===== src/rtl/core/cs_pkg.sv =====
package cs_pkg;

  localparam int KEY_W     = 8;
  localparam int KEPT_W    = 7;
  localparam int CNT_W     = 7;
  localparam int CFG_IDX_W = 4;
  localparam int USER_W    = 2;

  localparam int KEY_BITS_DEF = 8;
  localparam int MAX_KEYS_DEF = 64;

  localparam logic [CFG_IDX_W-1:0] CFG_RANGE_LOW  = CFG_IDX_W'(0);
  localparam logic [CFG_IDX_W-1:0] CFG_RANGE_HIGH = CFG_IDX_W'(1);

  localparam logic [KEY_W-1:0] RANGE_LOW_RST  = '0;
  localparam logic [KEY_W-1:0] RANGE_HIGH_RST = '1;

  // Commands from the controller to the datapath.
  typedef struct packed {
    logic take;
    logic use_idx;
    logic inc_wr;
    logic clear_wr;
    logic dr_load;
    logic ptr_clr;
    logic ptr_inc;
    logic emit;
    logic emit_empty;
    logic finish;
  } cs_cmd_t;

  // Status from the datapath to the controller.
  typedef struct packed {
    logic ptr_last;
    logic last_item;
    logic set_empty;
    logic cnt_zero;
    logic kept_zero;
    logic out_free;
  } cs_stat_t;

endpackage


===== src/rtl/core/cs_ctrl.sv =====
module cs_ctrl (
  input  logic              clk,
  input  logic              rst_n,
  input  logic              in_tvalid,
  output logic              in_tready,
  input  cs_pkg::cs_stat_t  stat,
  output cs_pkg::cs_cmd_t   cmd
);
  import cs_pkg::*;

  typedef enum logic [8:0] {
    ST_CLEAR   = 9'b000000001,
    ST_IDLE    = 9'b000000010,
    ST_INC_RD  = 9'b000000100,
    ST_INC_WR  = 9'b000001000,
    ST_DR_RD   = 9'b000010000,
    ST_DR_LOAD = 9'b000100000,
    ST_DR_EMIT = 9'b001000000,
    ST_EMPTY   = 9'b010000000,
    ST_DONE    = 9'b100000000
  } state_t;

  state_t state_r, state_nxt;

  always_ff @(posedge clk) begin
    if (!rst_n) begin
      state_r <= ST_CLEAR;
    end else begin
      state_r <= state_nxt;
    end
  end

  assign in_tready = (state_r == ST_IDLE);

  always_comb begin
    state_nxt = state_r;
    cmd       = '0;
    case (state_r)
      ST_CLEAR: begin
        cmd.clear_wr = 1'b1;
        if (stat.ptr_last) begin
          cmd.ptr_clr = 1'b1;
          state_nxt   = ST_IDLE;
        end else begin
          cmd.ptr_inc = 1'b1;
        end
      end
      ST_IDLE: begin
        if (in_tvalid) begin
          cmd.take  = 1'b1;
          state_nxt = ST_INC_RD;
        end
      end
      ST_INC_RD: begin
        cmd.use_idx = 1'b1;
        state_nxt   = ST_INC_WR;
      end
      ST_INC_WR: begin
        cmd.use_idx = 1'b1;
        cmd.inc_wr  = 1'b1;
        if (!stat.last_item) begin
          state_nxt = ST_IDLE;
        end else if (stat.set_empty) begin
          state_nxt = ST_EMPTY;
        end else begin
          state_nxt = ST_DR_RD;
        end
      end
      ST_DR_RD: begin
        state_nxt = ST_DR_LOAD;
      end
      ST_DR_LOAD: begin
        // The bin count is taken and the bin zeroed for the next set.
        cmd.dr_load = 1'b1;
        state_nxt   = ST_DR_EMIT;
      end
      ST_DR_EMIT: begin
        if (stat.cnt_zero) begin
          if (stat.kept_zero || stat.ptr_last) begin
            state_nxt = ST_DONE;
          end else begin
            cmd.ptr_inc = 1'b1;
            state_nxt   = ST_DR_RD;
          end
        end else if (stat.out_free) begin
          cmd.emit = 1'b1;
        end
      end
      ST_EMPTY: begin
        if (stat.out_free) begin
          cmd.emit_empty = 1'b1;
          state_nxt      = ST_DONE;
        end
      end
      ST_DONE: begin
        cmd.finish  = 1'b1;
        cmd.ptr_clr = 1'b1;
        state_nxt   = ST_IDLE;
      end
      default: begin
        state_nxt = ST_CLEAR;
      end
    endcase
  end

endmodule


===== src/rtl/core/cs_datapath.sv =====
module cs_datapath #(
  parameter int KEY_BITS = cs_pkg::KEY_BITS_DEF,
  parameter int MAX_KEYS = cs_pkg::MAX_KEYS_DEF
) (
  input  logic                          clk,
  input  logic                          rst_n,
  input  cs_pkg::cs_cmd_t               cmd,
  output cs_pkg::cs_stat_t              stat,
  input  logic [cs_pkg::KEY_W-1:0]      in_key,
  input  logic                          in_last,
  input  logic                          cfg_valid,
  input  logic [cs_pkg::CFG_IDX_W-1:0]  cfg_index,
  input  logic [cs_pkg::KEY_W-1:0]      cfg_data,
  input  logic                          out_tready,
  output logic                          out_tvalid,
  output logic [cs_pkg::KEY_W-1:0]      out_tdata,
  output logic                          out_tlast,
  output logic [cs_pkg::USER_W-1:0]     out_tuser
);
  import cs_pkg::*;

  // Keys are 8 bits wide, so bins past 255 can never be filled.
  localparam int IW = (KEY_BITS < KEY_W) ? KEY_BITS : KEY_W;
  localparam int NB = 1 << IW;

  logic [CNT_W-1:0]  mem [NB];
  logic [CNT_W-1:0]  rd_data_r;
  logic [IW-1:0]     mem_addr;
  logic              mem_we;
  logic [CNT_W-1:0]  mem_wdata;

  logic [KEY_W-1:0]  range_low_r, range_high_r;
  logic [KEPT_W-1:0] kept_r;
  logic              dropped_r;
  logic [IW-1:0]     ptr_r;
  logic [CNT_W-1:0]  cnt_r;
  logic [IW-1:0]     idx_r;
  logic              keep_r;
  logic              last_r;
  logic              out_valid_r;
  logic [KEY_W-1:0]  out_value_r;
  logic              out_last_r;
  logic              out_empty_r;
  logic              out_drop_r;

  logic [KEY_W-1:0]  idx_full;
  logic              keep;

  // Bin index is only meaningful when the key is not below the window.
  assign idx_full = in_key - range_low_r;
  assign keep     = (in_key >= range_low_r) && (in_key <= range_high_r)
                 && ((idx_full >> IW) == '0)
                 && (kept_r < KEPT_W'(MAX_KEYS));

  always_ff @(posedge clk) begin
    if (!rst_n) begin
      range_low_r  <= RANGE_LOW_RST;
      range_high_r <= RANGE_HIGH_RST;
    end else if (cfg_valid) begin
      case (cfg_index)
        CFG_RANGE_LOW:  range_low_r  <= cfg_data;
        CFG_RANGE_HIGH: range_high_r <= cfg_data;
        default: ;
      endcase
    end
  end

  always_ff @(posedge clk) begin
    if (cmd.take) begin
      idx_r  <= IW'(idx_full);
      keep_r <= keep;
      last_r <= in_last;
    end
  end

  assign mem_addr  = cmd.use_idx ? idx_r : ptr_r;
  assign mem_we    = cmd.clear_wr || cmd.dr_load || (cmd.inc_wr && keep_r);
  assign mem_wdata = cmd.inc_wr ? (rd_data_r + CNT_W'(1)) : '0;

  always_ff @(posedge clk) begin
    if (mem_we) begin
      mem[mem_addr] <= mem_wdata;
    end
    rd_data_r <= mem[mem_addr];
  end

  always_ff @(posedge clk) begin
    if (!rst_n) begin
      ptr_r <= '0;
    end else if (cmd.ptr_clr) begin
      ptr_r <= '0;
    end else if (cmd.ptr_inc) begin
      ptr_r <= ptr_r + IW'(1);
    end
  end

  always_ff @(posedge clk) begin
    if (cmd.dr_load) begin
      cnt_r <= rd_data_r;
    end else if (cmd.emit) begin
      cnt_r <= cnt_r - CNT_W'(1);
    end
  end

  always_ff @(posedge clk) begin
    if (!rst_n) begin
      kept_r    <= '0;
      dropped_r <= 1'b0;
    end else begin
      if (cmd.inc_wr && keep_r) begin
        kept_r <= kept_r + KEPT_W'(1);
      end else if (cmd.emit) begin
        kept_r <= kept_r - KEPT_W'(1);
      end
      if (cmd.finish) begin
        dropped_r <= 1'b0;
      end else if (cmd.take && !keep) begin
        dropped_r <= 1'b1;
      end
    end
  end

  always_ff @(posedge clk) begin
    if (!rst_n) begin
      out_valid_r <= 1'b0;
    end else if (cmd.emit || cmd.emit_empty) begin
      out_valid_r <= 1'b1;
    end else if (out_tready) begin
      out_valid_r <= 1'b0;
    end
  end

  always_ff @(posedge clk) begin
    if (cmd.emit) begin
      out_value_r <= range_low_r + KEY_W'(ptr_r);
      out_last_r  <= (kept_r == KEPT_W'(1));
      out_empty_r <= 1'b0;
      out_drop_r  <= dropped_r;
    end else if (cmd.emit_empty) begin
      out_value_r <= '0;
      out_last_r  <= 1'b1;
      out_empty_r <= 1'b1;
      out_drop_r  <= dropped_r;
    end
  end

  assign out_tvalid = out_valid_r;
  assign out_tdata  = out_value_r;
  assign out_tlast  = out_last_r;
  assign out_tuser  = {out_drop_r, out_empty_r};

  assign stat.ptr_last  = (ptr_r == IW'(NB - 1));
  assign stat.last_item = last_r;
  assign stat.set_empty = (kept_r == '0) && !keep_r;
  assign stat.cnt_zero  = (cnt_r == '0);
  assign stat.kept_zero = (kept_r == '0);
  assign stat.out_free  = !out_valid_r || out_tready;

endmodule


===== src/rtl/core/counting_sort.sv =====
// Counting sort of 8-bit keys. Keys inside the range_low..range_high window
// are counted into a histogram of 2^min(KEY_BITS,8) bins held in a
// single-port memory; keys outside the window or past MAX_KEYS are dropped
// and reported in keys_dropped on every result of the set. An item with
// in_tlast set closes the set and the bins are walked in ascending order,
// one result per stored key, the final one with out_tlast; an empty set
// gives one result with empty_set set and value zero. After reset the block
// zeroes the histogram, one bin per cycle, with in_tready low. A new key is
// taken only after the read-modify-write of the last one's bin through the
// one memory port. The drain walks the bins in order up to the highest
// filled bin, holding each result while the output is not free; bins are
// zeroed as they are read. Configuration writes are always accepted and
// must only be made while the block is idle.
module counting_sort #(
  parameter int KEY_BITS = cs_pkg::KEY_BITS_DEF,
  parameter int MAX_KEYS = cs_pkg::MAX_KEYS_DEF
) (
  input  logic                          clk,
  input  logic                          rst_n,
  input  logic                          in_tvalid,
  output logic                          in_tready,
  input  logic [cs_pkg::KEY_W-1:0]      in_tdata,   // [7:0] key_value
  input  logic                          in_tlast,
  output logic                          out_tvalid,
  input  logic                          out_tready,
  output logic [cs_pkg::KEY_W-1:0]      out_tdata,  // [7:0] sorted_value
  output logic                          out_tlast,
  output logic [cs_pkg::USER_W-1:0]     out_tuser,  // [0] empty_set, [1] keys_dropped
  input  logic                          cfg_valid,
  output logic                          cfg_ready,
  input  logic [cs_pkg::CFG_IDX_W-1:0]  cfg_index,
  input  logic [cs_pkg::KEY_W-1:0]      cfg_data
);
  import cs_pkg::*;

  cs_cmd_t  cmd;
  cs_stat_t stat;

  assign cfg_ready = 1'b1;

  cs_ctrl u_ctrl (
    .clk       (clk),
    .rst_n     (rst_n),
    .in_tvalid (in_tvalid),
    .in_tready (in_tready),
    .stat      (stat),
    .cmd       (cmd)
  );

  cs_datapath #(
    .KEY_BITS (KEY_BITS),
    .MAX_KEYS (MAX_KEYS)
  ) u_datapath (
    .clk        (clk),
    .rst_n      (rst_n),
    .cmd        (cmd),
    .stat       (stat),
    .in_key     (in_tdata),
    .in_last    (in_tlast),
    .cfg_valid  (cfg_valid),
    .cfg_index  (cfg_index),
    .cfg_data   (cfg_data),
    .out_tready (out_tready),
    .out_tvalid (out_tvalid),
    .out_tdata  (out_tdata),
    .out_tlast  (out_tlast),
    .out_tuser  (out_tuser)
  );

endmodule


===== config.mk =====
export PLATFORM = sky130hd
export DESIGN_NAME = counting_sort
export DESIGN_NICKNAME = d
export VERILOG_FILES = /design/src/rtl/core/cs_pkg.sv /design/src/rtl/core/cs_ctrl.sv /design/src/rtl/core/cs_datapath.sv /design/src/rtl/core/counting_sort.sv
export SDC_FILE = /design/constraint.sdc
export NUM_CORES = 2
export LEC_CHECK = 0
export BUFFER_PORTS_ARGS = -buffer_cell sky130_fd_sc_hd__buf_2
export CORE_MARGIN = 5
export CORE_UTILIZATION = 57
export DETAILED_ROUTE_END_ITERATION = 8
export PLACE_DENSITY_LB_ADDON = 0.12
export SETUP_SLACK_MARGIN = 0.02
export SYNTH_ARGS = -nofsm -noshare
export SYNTH_HDL_FRONTEND = slang
export SYNTH_HIERARCHICAL = 1
export SYNTH_SLANG_ARGS = --single-unit

===== constraint.sdc =====
create_clock -name clk -period 8.8 [get_ports clk]
set_input_delay 0.44 -clock clk [delete_from_list [all_inputs] [get_ports clk]]
set_output_delay 0.44 -clock clk [all_outputs]
set_load 0.01 [all_outputs]

* Word level (Yosys, flattened, before mapping)
Memories as Yosys holds them, arrays and structs flattened. A register that Yosys moved wholly into a read port is not among the register bits.
Index checks and enable logic that the tools add are counted.
Widths: inputs -> output; s select.
** Storage, ports and cells
- Bits in writable memories :: 1792
- Register bits after elaboration :: 70
- Input bits :: 26
- Output and inout bits :: 14
- Memories kept :: 1
** Memory list
- u_datapath.mem :: words 256, width 7, rd ports 1, clocked after memory_dff 1, write ports 1, RTL line cs_datapath.sv:26 : logic [CNT_W-1:0] mem [NB];
** Cells by class
- Eq/ne operators :: 16
- Reductions and logical operators :: 26
- $add $sub $neg :: 7
- Bitwise operators :: 1
- $lt $le $gt $ge :: 3
- Mux-type cells :: 41
** Operators with widths (number)
- $pmux 9 s9 :: 1
- $mux 9 :: 5
- $mux 8 :: 5
- $mux 7 :: 5
- $mux 1 :: 23
- $add 7x1->7 const B :: 2
- $logic_not 7->1 :: 2
- $sub 7x1->7 const B :: 2
- $eq 9x1->1 const B :: 1
- $eq 9x2->1 const B :: 1
- $eq 9x3->1 const B :: 1
- $eq 9x4->1 const B :: 1
- $eq 9x5->1 const B :: 1
- $eq 9x6->1 const B :: 1
- $eq 9x7->1 const B :: 1
- $eq 9x8->1 const B :: 1
- $eq 9x9->1 const B :: 1
- $add 8x1->8 const B :: 1
- $add 8x8->8 :: 1
- $eq 8x8->1 const B :: 1
- $ge 8x8->1 :: 1
- $le 8x8->1 :: 1
- $reduce_bool 2->1 :: 4
- $sub 8x8->8 :: 1
- 14 further kinds :: 30

* Longest topological paths before layout
- Word-level depth :: 7
- Depth in mapped cells :: 17
- Mapped depth without buffers :: 12

* Cells and area by module
Netlist, hierarchy kept.
** By module, submodules not included
- cs_datapath :: sequential area each 55443.2 um2, area an instance 72896.2 um2, cells each 3709, instances 1
- cs_ctrl :: sequential area each 180.2 um2, area an instance 665.6 um2, cells each 83, instances 1
- counting_sort :: sequential area each 0.0 um2, area an instance 11.3 um2, cells each 2, instances 1

* Least setup slack after synthesis
No wires, ideal clock.
- Path kind :: flip-flop to flip-flop
- Start point :: register u_ctrl.state_r[4]
- End point :: memory u_datapath.mem[0][0] (data pin)
- Arrival :: 7727 ps
- Required time :: 7341 ps
- Path slack :: -387 ps
- Library setup time :: 1459 ps
- Cell stages (with the launch flop) :: 6
- Period minus slack after synthesis :: 9187 ps
- Cells stage by stage :: dfxtp_1 > buf_6 > or3_1 > buf_6 > nor4_2 > nor2b_1
** RTL lines
- start, declared :: RTL line cs_ctrl.sv:23 : state_t state_r, state_nxt;
- start signal, assigned :: RTL line cs_ctrl.sv:29 : state_r <= state_nxt;
- end, declared :: RTL line cs_datapath.sv:26

==> results.md <==
- Setup tns final: 0 ps
- Critical path origin: u_ctrl/state_r[8]$_SDFFE_PN0P_
- DP HPWL: around 110000 um
- R2R Setup Slk: 2630 ps
- Data required time at the worst endpoint: around 9500 ps
- # nets final: roughly 3.9k
- Leak pwr: about 0.022 uW
- Normalized max-slew margin: approximately 16%
- Clock power share: roughly 40%
- Total GRT Usage: between 20% and 30%
- Core Rows: ~130
- P_sw: between 4000 and 5000 uW
- Avg Inst Size Synth: approximately 19 um2
- Largest fanout on the critical path: 43
- Max VDD drop: about 0.00022 V
- Effective utilization at floorplan: between 50% and 60%
- Clock skew: 39.9 ps
- Core Box Area: around 130000 um2
- Fin. Hold Viols: 0
- Yosys warns: 6
- Vias in the first global route: ~38k
- Internal power: roughly 15000 uW
- DIE AREA: between 100000 and 150000 um2
- Largest net degree at the start of global routing: 209
- Gate power share: under 10%
- Worst min path class: in -> reg
- Clock Tree Buf Depth: 3
- Starting DRC count in detailed routing: about 4.7k
- Syn nets: approximately 3.9k
- Final Critical Period: slightly above 6000 ps
- Post-synth EDFFs: 1819
- Share of layout cells above drive strength 1: around a fifth
- Commonest cells after routing, fill and taps aside: edfxtp_1 (1819), mux4_2 (371), nor2_1 (295)
- Cell Pwr Density: around 230 nW/um2
- Unrepaired setup endpoints after global routing: no
- H-tree lvl count: 4
- Final std cells w/o fill: approximately 5.7k
- Initial antenna violation count: 8
- CTS tree: built
- Antenna Nets Post-Route: 0
- Outcome: finished clean
- F_max: 0.162 GHz
- Final critical-path share of the clock period: a little over two thirds
- Sw Share: between 20 and 25%
- Port buffer count: 38
- Dpl cells: about 5.3k
- First-pass iteration count of the detailed router: 6
- DRC: 0
- Post-CTS setup buffers: 0
- Synthesized area: 73600 um2
- CTS buffer count: approximately 180
- Filler Cells Inserted: between 8k and 9k
- I/O pins: 40
- Die Y: between 300 and 400 um
- Number of library cell types mapped by synthesis: 70
- Area grow syn2layout: 10.5%
- Sequential Power Share: about half
- Total Routed Length: 177000 um
- Worst path arrival time: 6820 ps
- Gpl congestion: between 0.8 and 0.9
- Drt wl/cell: 31.2 um
- Final Max Tran Viols: 0
- Clock root cell: clkbuf_16
- WS Path Type: reg -> reg
- Hold Startpoint: rst_n
- Post-Syn Instances: about 3.8k
- Vias: between 30k and 40k
- Critical path capture point type: register
- First-pass GRT wire length: between 200000 and 300000 um
- Commonest non-fill, non-tap cell in the layout: edfxtp_1
- Worst skew pair latency: around 810 ps
- Max Cap Viol: 0
- Avg Vias per Cell: around 6.6
- FF+latch count, synth: roughly 1.9k
- Die width: roughly 370 um
- Grt ovf: 0
- # setup viols final: 0
- Critical Path Start Type: register
- Clock-pin transition on the worst setup and hold timing paths: around 60 ps
- Critical R2R Launch: u_ctrl/state_r[8]$_SDFFE_PN0P_
- Top FF cell, synth: edfxtp_1
- Clk sinks: around 1.9k
- Tightest Pin Transition: 1270 ps
- Async set-reset flop share out of synthesis: 0%
- Register area share after synthesis: about three quarters
logic make-up after synthesis:
| group | after synthesis | share of synthesized area, % |
|---|---|---|
| adder cells (fa/ha/maj) | 33 | 0.582 |
| multiplexers | 525 | 13.5 |
| flip-flops | 1869 | 75.6 |
| AND/OR/NAND/NOR | 708 | 4.38 |
| AO/OA/AOI/OAI | 378 | 3.95 |
| buffers and inverters | 249 | 1.66 |
| other | 1 | 0.00510 |
| XOR/XNOR | 31 | 0.369 |
synthesized netlist by cell type, drive strengths merged, types with 25 or more instances:
| master | n | area [um2] |
|---|---|---|
| a221oi | 56 | 490 |
| edfxtp | 1819 | 54600 |
| inv | 35 | 131 |
| ha | 31 | 388 |
| a22oi | 148 | 1110 |
| mux4 | 371 | 8360 |
| nand3 | 34 | 170 |
| nor2 | 302 | 1140 |
| dfxtp | 50 | 1000 |
| clkbuf | 77 | 289 |
| buf | 137 | 800 |
| mux2i | 152 | 1520 |
| nand4 | 36 | 225 |
| nand2 | 192 | 721 |
| o21ai | 25 | 129 |
worst max-delay path: stages, from the launching register on:
cell and delay (ps):
dfxtp_1 370, or3_1 550, or2_4 340, nor2_4 840
mux2i_4 580, buf_4 610, buf_4 600, mux4_2 600
a22oi_1 280, nand4_1 240, o31ai_1 800, nand4_1 150
registers in the layout (all words and copies together) (netlist names):
signal	cells
u_datapath/mem	1792
u_datapath/rd_data_r	7
u_datapath/ptr_r	8
u_datapath/out_drop_r	1
u_datapath/last_r	1
u_datapath/range_high_r	8
u_datapath/out_tlast	1
u_datapath/keep_r	1
u_datapath/out_empty_r	1
u_datapath/cnt_r	7
u_ctrl/state_r	9
u_datapath/kept_r	7
u_datapath/out_tdata	8
u_datapath/out_tvalid	1
u_datapath/idx_r	8
u_datapath/range_low_r	8
u_datapath/dropped_r	1
layout make-up:
cell class,instances,area [um2],share of cell area (%)
inverter,35,131,0.162
clock inverter,108,841,1.03
timing repair buffer,97,711,0.874
tap,1662,2080,2.56
antenna,1,2.50,0.00308
clock buffer,232,5010,6.17
sequential,1869,55600,68.4
multi-input combinational,1676,16900,20.8
per-layer routing:
metal | track usage (%) | wire length [um] | up-vias
li1 | - | - | 15704
met1 | 36.4 | 68500 | 19666
met2 | 42.0 | 86200 | 1871
met3 | 5.74 | 16400 | 338
met4 | 8.74 | 6060 | 4
met5 | 0 | 25 | -
repair_timing:
action / in CTS / in global routing
hold buffers: 11 / 0
gates resized for setup: 0 / 0
hold endpoints to repair: 19 / 0
power groups by stage:
stage / registers [uW] / clock network (uW) / logic (uW)
detailed placement: 9910 / 0 / 1530
global route: 9720 / 8130 / 1610
finish: 9720 / 7580 / 1520
CTS: 9720 / 7720 / 1530
floorplan: 9890 / 0 / 1090
global placement: 9900 / 0 / 1510
path summary, 6_finish.rpt:
check                                                          endpoint  cells past startpoint
worst max-delay path                    u_datapath/rd_data_r[5]$_DFF_P_                     11
worst min-delay path            u_datapath/range_high_r[7]$_SDFFE_PN1P_                      2
worst max register to register          u_datapath/rd_data_r[5]$_DFF_P_                     11
worst min register to register      u_datapath/out_empty_r$_SDFFE_PP0P_                      2
through the flow:
stage	instance area (um2)	hold slack, ps	utilization [%]	total power [uW]	setup slack (ps)
2_1_floorplan	73600	431	-	11000	2730
3_3_place_gp	75300	443	58.9	11400	2830
3_5_place_dp	75300	462	58.9	11400	2610
4_1_cts	81300	4.77	63.6	19000	2600
5_1_grt	81300	59.8	63.6	19500	2130
6_report	81300	45.4	63.6	18800	2630
(Power assumes the default switching activity.)
